**src/sv/mie_pkg.sv**
```systemverilog
package mie_pkg;

  typedef enum logic [3:0] {
    ST_IDLE,
    ST_KMUL,
    ST_KADD,
    ST_INIT,
    ST_SKMUL,
    ST_BASE,
    ST_POW,
    ST_ACC,
    ST_NEXT,
    ST_SISSUE,
    ST_SADD,
    ST_SCALE,
    ST_DONE
  } state_t;

  localparam logic CFG_CONTRIBUTORS = 1'b0;
  localparam logic CFG_METHOD       = 1'b1;

  localparam logic [63:0] CLAMP_THRESH = 64'd4299262264;
  localparam logic [40:0] TERM_CAP     = 41'h100_0000_0000;
  localparam logic [40:0] ONE_Q32      = 41'h001_0000_0000;
  localparam logic [16:0] OUT_ONE      = 17'h1_0000;
  localparam logic [63:0] ACC_MAX      = 64'h7FFF_FFFF_FFFF_FFFF;

endpackage

```
**src/sv/mixture_inclusion_exclusion_prob.sv**
```systemverilog
// an unknown allele is taken in idle, a known allele also passes KMUL and KADD, last or not
// a last item then takes a power with e = 2x or x for each of 2^u subsets, u unknown alleles
// each power step runs on one shared 32x32 multiplier (four partial products)
// throughput: one item at a time, the input is not ready until the result is registered
// reset: synchronous active low, clears the sequencer and mixture state,
// contributors returns to 1 and method to 0
module mixture_inclusion_exclusion_prob #(
  parameter int MAX_ALLELES    = 12,
  parameter int FREQ_FRAC_BITS = 16
) (
  input  logic        clk,
  input  logic        rst_n,
  input  logic        cfg_we,
  input  logic        cfg_index,
  input  logic [3:0]  cfg_wdata,
  input  logic        in_valid,
  output logic        in_ready,
  input  logic [16:0] in_frequency,
  input  logic        in_is_unknown,
  input  logic        in_last,
  output logic        out_valid,
  input  logic        out_ready,
  output logic [16:0] out_probability,
  output logic        out_clamped,
  output logic        out_too_many
);

  localparam int FW  = FREQ_FRAC_BITS + 1;
  localparam int XW  = (FW > 17) ? FW : 17;
  localparam int SW  = FREQ_FRAC_BITS + 5;
  localparam int PW  = 2 * FREQ_FRAC_BITS + 8;
  localparam int CW  = $clog2(MAX_ALLELES + 1);
  localparam int IW  = (MAX_ALLELES > 1) ? $clog2(MAX_ALLELES) : 1;
  localparam int KW  = MAX_ALLELES + 1;
  localparam int PDN = (2 * FREQ_FRAC_BITS > 32) ? 2 * FREQ_FRAC_BITS - 32 : 0;
  localparam int PUP = (2 * FREQ_FRAC_BITS < 32) ? 32 - 2 * FREQ_FRAC_BITS : 0;
  localparam int BSH = 32 - FREQ_FRAC_BITS;

  mie_pkg::state_t state_r, state_nxt;

  logic [3:0]  contributors_r;
  logic        method_r;

  logic [FW-1:0] store_r [MAX_ALLELES];
  logic [CW-1:0] ucnt_r, acnt_r;
  logic [SW-1:0] kt_r, s_r;
  logic [PW-1:0] kpt_r, p_r;
  logic          ovf_r, last_r, add_r;
  logic [FW-1:0] f_r;
  logic [MAX_ALLELES-1:0] g_r;
  logic [KW-1:0] k_r;
  logic [IW-1:0] idx;
  logic [KW-1:0] kp1;
  logic signed [63:0] acc_r;
  logic [40:0] base_r, r_r;
  logic [4:0]  e_r, cnt_r;
  logic [2:0]  ph_r;
  logic [63:0] mac_r, prod_r;
  logic [31:0] mop_a, mop_b;
  logic [63:0] mac_fin;
  logic [63:0] ptot, base_full;
  logic [SW-1:0] s_rem;
  logic [XW-1:0] freq_ext;
  logic [FW-1:0] fsat;
  logic          fire, counted;
  logic [63:0]   acc_u, lim;
  logic [16:0]   prob;
  logic          clamp;

  assign fire     = in_valid && in_ready;
  assign in_ready = (state_r == mie_pkg::ST_IDLE);
  assign counted  = (acnt_r < CW'(MAX_ALLELES));
  assign freq_ext = XW'(in_frequency);
  assign fsat     = (freq_ext > (XW'(1) << FREQ_FRAC_BITS)) ? (FW'(1) << FREQ_FRAC_BITS)
                                                            : FW'(freq_ext);
  assign kp1      = k_r + KW'(1);
  assign s_rem    = s_r - SW'(f_r);
  assign mac_fin  = mac_r + (prod_r << 32);
  assign ptot     = 64'(p_r) + 64'(kpt_r) + prod_r;
  assign base_full = (64'(s_r + kt_r) << BSH)
                   + (method_r ? ((ptot >> PDN) << PUP) : 64'd0);
  assign acc_u    = acc_r;
  assign lim      = mie_pkg::ACC_MAX >> contributors_r;

  always_comb begin
    idx = '0;
    for (int i = MAX_ALLELES - 1; i >= 0; i--) begin
      if (kp1[i]) idx = IW'(i);
    end
  end

  always_comb begin
    mop_a = '0;
    mop_b = '0;
    case (state_r)
      mie_pkg::ST_KMUL: begin
        mop_a = 32'(f_r);
        mop_b = 32'(kt_r);
      end
      mie_pkg::ST_SKMUL: begin
        mop_a = 32'(s_r);
        mop_b = 32'(kt_r);
      end
      mie_pkg::ST_SISSUE: begin
        mop_a = 32'(f_r);
        mop_b = add_r ? 32'(s_r) : 32'(s_rem);
      end
      mie_pkg::ST_POW: begin
        mop_a = ph_r[1] ? 32'(r_r[40:32]) : r_r[31:0];
        mop_b = ph_r[0] ? 32'(base_r[40:32]) : base_r[31:0];
      end
      default: begin
        mop_a = '0;
        mop_b = '0;
      end
    endcase
  end

  always_comb begin
    if (acc_r < 0) begin
      prob  = '0;
      clamp = 1'b1;
    end else if (acc_u >= mie_pkg::CLAMP_THRESH) begin
      prob  = mie_pkg::OUT_ONE;
      clamp = 1'b1;
    end else begin
      prob  = (acc_u[63:16] > 48'(mie_pkg::OUT_ONE)) ? mie_pkg::OUT_ONE : acc_u[32:16];
      clamp = 1'b0;
    end
  end

  always_comb begin
    state_nxt = state_r;
    case (state_r)
      mie_pkg::ST_IDLE: begin
        if (fire) begin
          if (counted && !in_is_unknown) state_nxt = mie_pkg::ST_KMUL;
          else if (in_last)              state_nxt = mie_pkg::ST_INIT;
        end
      end
      mie_pkg::ST_KMUL:   state_nxt = mie_pkg::ST_KADD;
      mie_pkg::ST_KADD:   state_nxt = last_r ? mie_pkg::ST_INIT : mie_pkg::ST_IDLE;
      mie_pkg::ST_INIT:   state_nxt = mie_pkg::ST_SKMUL;
      mie_pkg::ST_SKMUL:  state_nxt = mie_pkg::ST_BASE;
      mie_pkg::ST_BASE:   state_nxt = (e_r == 5'd0) ? mie_pkg::ST_ACC : mie_pkg::ST_POW;
      mie_pkg::ST_POW: begin
        if (ph_r == 3'd4 && cnt_r + 5'd1 == e_r) state_nxt = mie_pkg::ST_ACC;
      end
      mie_pkg::ST_ACC: begin
        state_nxt = (kp1 == (KW'(1) << ucnt_r)) ? mie_pkg::ST_SCALE : mie_pkg::ST_NEXT;
      end
      mie_pkg::ST_NEXT:   state_nxt = mie_pkg::ST_SISSUE;
      mie_pkg::ST_SISSUE: state_nxt = mie_pkg::ST_SADD;
      mie_pkg::ST_SADD:   state_nxt = mie_pkg::ST_SKMUL;
      mie_pkg::ST_SCALE:  state_nxt = mie_pkg::ST_DONE;
      mie_pkg::ST_DONE: begin
        if (!out_valid || out_ready) state_nxt = mie_pkg::ST_IDLE;
      end
      default: state_nxt = mie_pkg::ST_IDLE;
    endcase
  end

  always_ff @(posedge clk) begin
    if (!rst_n) begin
      state_r <= mie_pkg::ST_IDLE;
    end else begin
      state_r <= state_nxt;
    end
  end

  always_ff @(posedge clk) begin
    if (!rst_n) begin
      contributors_r <= 4'd1;
      method_r       <= 1'b0;
    end else if (cfg_we) begin
      if (cfg_index == mie_pkg::CFG_CONTRIBUTORS) contributors_r <= cfg_wdata;
      else                                        method_r       <= cfg_wdata[0];
    end
  end

  always_ff @(posedge clk) begin
    if (fire && counted && in_is_unknown) store_r[ucnt_r[IW-1:0]] <= fsat;
  end

  always_ff @(posedge clk) begin
    prod_r <= mop_a * mop_b;
  end

  always_ff @(posedge clk) begin
    if (!rst_n) begin
      ucnt_r    <= '0;
      acnt_r    <= '0;
      kt_r      <= '0;
      kpt_r     <= '0;
      ovf_r     <= 1'b0;
      out_valid <= 1'b0;
    end else begin
      if (out_valid && out_ready && state_r != mie_pkg::ST_DONE) out_valid <= 1'b0;
      case (state_r)
        mie_pkg::ST_IDLE: begin
          if (fire) begin
            f_r    <= fsat;
            last_r <= in_last;
            if (counted) begin
              acnt_r <= acnt_r + CW'(1);
              if (in_is_unknown) ucnt_r <= ucnt_r + CW'(1);
            end else begin
              ovf_r <= 1'b1;
            end
          end
        end
        mie_pkg::ST_KADD: begin
          kpt_r <= kpt_r + PW'(prod_r);
          kt_r  <= kt_r + SW'(f_r);
        end
        mie_pkg::ST_INIT: begin
          s_r   <= '0;
          p_r   <= '0;
          g_r   <= '0;
          k_r   <= '0;
          acc_r <= '0;
          e_r   <= method_r ? {1'b0, contributors_r} : {contributors_r, 1'b0};
        end
        mie_pkg::ST_BASE: begin
          base_r <= (base_full > 64'(mie_pkg::TERM_CAP)) ? mie_pkg::TERM_CAP
                                                         : base_full[40:0];
          r_r    <= mie_pkg::ONE_Q32;
          cnt_r  <= '0;
          ph_r   <= '0;
          mac_r  <= '0;
        end
        mie_pkg::ST_POW: begin
          case (ph_r)
            3'd1:    mac_r <= prod_r >> 32;
            3'd2:    mac_r <= mac_r + prod_r;
            3'd3:    mac_r <= mac_r + prod_r;
            default: mac_r <= mac_r;
          endcase
          if (ph_r == 3'd4) begin
            r_r   <= (mac_fin > 64'(mie_pkg::TERM_CAP)) ? mie_pkg::TERM_CAP : mac_fin[40:0];
            cnt_r <= cnt_r + 5'd1;
            ph_r  <= '0;
          end else begin
            ph_r <= ph_r + 3'd1;
          end
        end
        mie_pkg::ST_ACC: begin
          if ((ucnt_r[0] ^ k_r[0]) != 1'b0) acc_r <= acc_r - $signed(64'(r_r));
          else                              acc_r <= acc_r + $signed(64'(r_r));
        end
        mie_pkg::ST_NEXT: begin
          f_r   <= store_r[idx];
          add_r <= ~g_r[idx];
          g_r   <= g_r ^ (MAX_ALLELES'(1) << idx);
          k_r   <= kp1;
        end
        mie_pkg::ST_SADD: begin
          if (add_r) begin
            p_r <= p_r + PW'(prod_r);
            s_r <= s_r + SW'(f_r);
          end else begin
            p_r <= p_r - PW'(prod_r);
            s_r <= s_rem;
          end
        end
        mie_pkg::ST_SCALE: begin
          if (method_r && acc_r > 0) begin
            if (acc_u > lim) acc_r <= $signed(mie_pkg::ACC_MAX);
            else             acc_r <= acc_r <<< contributors_r;
          end
        end
        mie_pkg::ST_DONE: begin
          if (!out_valid || out_ready) begin
            out_valid       <= 1'b1;
            out_probability <= prob;
            out_clamped     <= clamp;
            out_too_many    <= ovf_r;
            ucnt_r          <= '0;
            acnt_r          <= '0;
            kt_r            <= '0;
            kpt_r           <= '0;
            ovf_r           <= 1'b0;
          end
        end
        default: begin
          ovf_r <= ovf_r;
        end
      endcase
    end
  end

endmodule
```
**config.mk**
```make
export PLATFORM = sky130hd
export DESIGN_NAME = mixture_inclusion_exclusion_prob
export DESIGN_NICKNAME = d
export VERILOG_FILES = /design/src/sv/mie_pkg.sv /design/src/sv/mixture_inclusion_exclusion_prob.sv
export SDC_FILE = /design/constraint.sdc
export NUM_CORES = 2
export LEC_CHECK = 0
export BUFFER_PORTS_ARGS = -buffer_cell sky130_fd_sc_hd__buf_2
export CORE_MARGIN = 3
export CORE_UTILIZATION = 50
export CTS_BUF_LIST = sky130_fd_sc_hd__clkbuf_8
export DETAILED_ROUTE_END_ITERATION = 7
export GPL_TIMING_DRIVEN = 0
export PLACE_DENSITY = 0.64
export SLEW_MARGIN = 30
export SYNTH_ARGS = -nofsm -noshare
export SYNTH_HDL_FRONTEND = slang
export SYNTH_SLANG_ARGS = --single-unit
```
**constraint.sdc**
```tcl
create_clock -name clk -period 21.9 [get_ports clk]
set_clock_uncertainty 0.2 [all_clocks]
set_input_delay 4.38 -clock clk [delete_from_list [all_inputs] [get_ports clk]]
set_output_delay 4.38 -clock clk [all_outputs]
set_load 0.05 [all_outputs]
```
==> results.sh <==
export IMPL_status="finished with violations"
export IMPL_failed_checks="DRC"
export IMPL_die_x_um=418.8
export IMPL_syn_inst=9407
export IMPL_portBuffers=48
export IMPL_path_clk_slew_ns=0.06
export IMPL_initial_core_util_pct=50.67
export IMPL_grt_pass1_vias=72740
export IMPL_gr_total_overflow=0
export IMPL_crit_type="reg -> reg"
export IMPL_wl_per_cell_um=28.24
export IMPL_ys_types=91
export IMPL_area_growth_pct=7.658
export IMPL_endpoint_kind="flop"
export IMPL_core_area_sq_mm=0.1682
export IMPL_grt_pass1_wl_um=487200
export IMPL_htree_levels=3
export IMPL_hpwlAfterDp_um=272000
export IMPL_required_ns=22.51
export IMPL_synth_edff_count=551
export IMPL_clk_path_buf_depth=3
export IMPL_fin_crit_sh_pct=73.64
export IMPL_die_height_um=418.8
export IMPL_vias=74640
export IMPL_cap_violations=0
export IMPL_critPathTopFamily="compound AO/OA/AOI/OAI gates"
export IMPL_async_reset_ff_share_pct=0
export IMPL_postRouteAntennaNets=0
export IMPL_power_leakage_nw=40.34
export IMPL_slowest_delay_ns=0.93
export IMPL_nNetsFinal=11260
export IMPL_syn_area_sq_mm=0.08521
export IMPL_avgViaCountPerCell=6.251
export IMPL_hold_viol=0
export IMPL_num_rows=150
export IMPL_drive_above_1_share_pct=5.115
export IMPL_wl_um=337100
export IMPL_finalSetupViolations=0
export IMPL_hold_slack_ns=0.2686
export IMPL_hold_path_class="reg -> reg"
export IMPL_pin_count=50
export IMPL_postSynthAreaPerCell_sq_um=9.058
export IMPL_m1WireLength_um=127300
export IMPL_place_area_sq_mm=0.08908
export IMPL_cts_sinks=695
export IMPL_total_power_mw=3.804
export IMPL_crit_path_frequent_cell="fa_1"
export IMPL_cts_tree="done"
export IMPL_fin_area_sq_mm=0.09173
export IMPL_root_buffer="clkbuf_8"
export IMPL_synthesis_nets=11050
export IMPL_top_layer="met5"
export IMPL_cts_hold_buf=0
export IMPL_path_max_fanout=10
export IMPL_ys_seq_area_share_pct=22.80
export IMPL_worstSkewPairLatency_ns=0.93
export IMPL_utilization_pct=54.55
export IMPL_dr_pass1_iters=8
export IMPL_drtIter0Drc=9162
export IMPL_setup_tns_ns=0
export IMPL_tightest_slew_ns=1.187
export IMPL_grt_use_total_pct=38.11
export IMPL_irDropWorstVdd_uv=70.54
export IMPL_cpMaxStageDelayCell="o41ai_1"
export IMPL_grt_start_max_net_pins=25
export IMPL_cp_arrival_ns=16.74
export IMPL_rsz0062_at_grt="no"
export IMPL_maxSlewHeadroom_pct=20.85
export IMPL_ys_flop_type="edfxtp_1"
export IMPL_yosysWarnings=0
export IMPL_ys_seq_elements=695
export IMPL_postCtsResizedCells=0
export IMPL_cp_start_kind="flop"
export IMPL_die_area_sq_mm=0.1754
export IMPL_dr_wl_met3_um=42000
export IMPL_slew_viol_final=0
export IMPL_detailroute_wirelength_met2_um=145400
export IMPL_critPathBufInv=5
export IMPL_power_density_mw_per_mm2=41.47
export IMPL_cts_buffers=118
export IMPL_antenna_found_initial=27
export IMPL_place_congestion=1.092
export IMPL_period_needed_ns=16.13
export IMPL_post_route_drc_count=1
export IMPL_final_common_cell="inv_1"
export IMPL_post_cts_buffers=0
export IMPL_max_freq_mhz=62.01
export IMPL_final_cell_mix="inv_1 (1223), nand2_1 (1091), fa_1 (947), nor2_1 (929), ha_1 (663)"
==> power breakdown <==
part	switching [mW]	total (mW)	internal, mW
Combinational	0.659	1.02	0.361
Sequential	0.0413	1.48	1.44
Clock	0.642	1.30	0.662
Total	1.34	3.80	2.46
==> final timing paths <==
| kind | startpoint | endpoint | slack (ns) | cells after the start |
|---|---|---|---|---|
| worst max-delay path | f_r[1]$_DFFE_PP_ | prod_r[63]$_DFF_P_ | 5.77 | 46 |
| worst min-delay path | ovf_r$_SDFFE_PN0P_ | out_too_many$_DFFE_PP_ | 0.27 | 0 |
| worst max register to register | f_r[1]$_DFFE_PP_ | prod_r[63]$_DFF_P_ | 5.77 | 46 |
| worst min register to register | ovf_r$_SDFFE_PN0P_ | out_too_many$_DFFE_PP_ | 0.27 | 0 |
==> final cells by class <==
| class | count | area [sq um] |
|---|---|---|
| clock buffers | 129 | 1775 |
| fillers | 15450 | 76430 |
| diodes | 19 | 47.55 |
| plain buffers | 439 | 1737 |
| flip-flops and latches | 695 | 19440 |
| multi-input cells | 7083 | 59940 |
| well taps | 2204 | 2758 |
| inverters | 1190 | 4467 |
| clock inverters | 92 | 777.0 |
| repair buffers | 89 | 797.0 |
==> state kept, by name (all words and copies together), names as in the netlist, 5 cells and up <==
| signal | count |
|---|---|
| s_r | 21 |
| base_r | 41 |
| e_r | 5 |
| r_r | 41 |
| g_r | 12 |
| out_probability | 17 |
| f_r | 17 |
| kt_r | 21 |
| cnt_r | 5 |
| mac_r | 64 |
| kpt_r | 40 |
| acc_r | 64 |
| p_r | 40 |
| store_r | 204 |
| prod_r | 64 |
| k_r | 13 |
==> synthesized netlist by cell type (115+ instances only) <==
| cell | count | share of area [%] |
|---|---|---|
| edfxtp_1 | 551 | 19 |
| nor2_1 | 933 | 4.1 |
| nand2_1 | 1091 | 4.8 |
| inv_1 | 1189 | 5.2 |
| nand3_1 | 145 | 0.85 |
| and2_1 | 119 | 0.87 |
| xnor2_1 | 278 | 2.9 |
| a21o_1 | 230 | 2.0 |
| ha_1 | 663 | 9.7 |
| clkbuf_1 | 399 | 1.8 |
| fa_1 | 947 | 22 |
| nor3_1 | 118 | 0.69 |
| xor2_1 | 229 | 2.4 |
| dfxtp_1 | 144 | 3.4 |
| o21ai_0 | 381 | 2.2 |
| a21oi_1 | 526 | 3.1 |
| mux2i_1 | 115 | 1.4 |
==> cell families after synthesis <==
kind of cell	count (synthesis)	synth area share (%)
AOI/OAI and AO/OA	1828	13.75
buffers and inverters	1629	7.205
adders and majority gates	1610	31.98
and+or+nand+nor	2929	15.35
xor gates and xnor gates	507	5.211
muxes	209	3.690
DFF	695	22.80
==> metrics by stage <==
| step | instances | worst slack (ns) |
|---|---|---|
| 6_report | 11940 | 5.773 |
| 5_1_grt | 11930 | 5.446 |
| 4_1_cts | 11920 | 6.290 |
| 3_5_place_dp | 11700 | 6.357 |
| 3_3_place_gp | 11660 | 4.774 |
| 2_1_floorplan | 9407 | 10.07 |
==> metal layers <==
layer,global-route usage (%),vias to the layer above
met2,58.07,4584
met3,12.22,1043
met1,48.56,36730
met5,0.9447,-
met4,19.45,20
li1,-,32260
(Power assumes the default switching activity.)
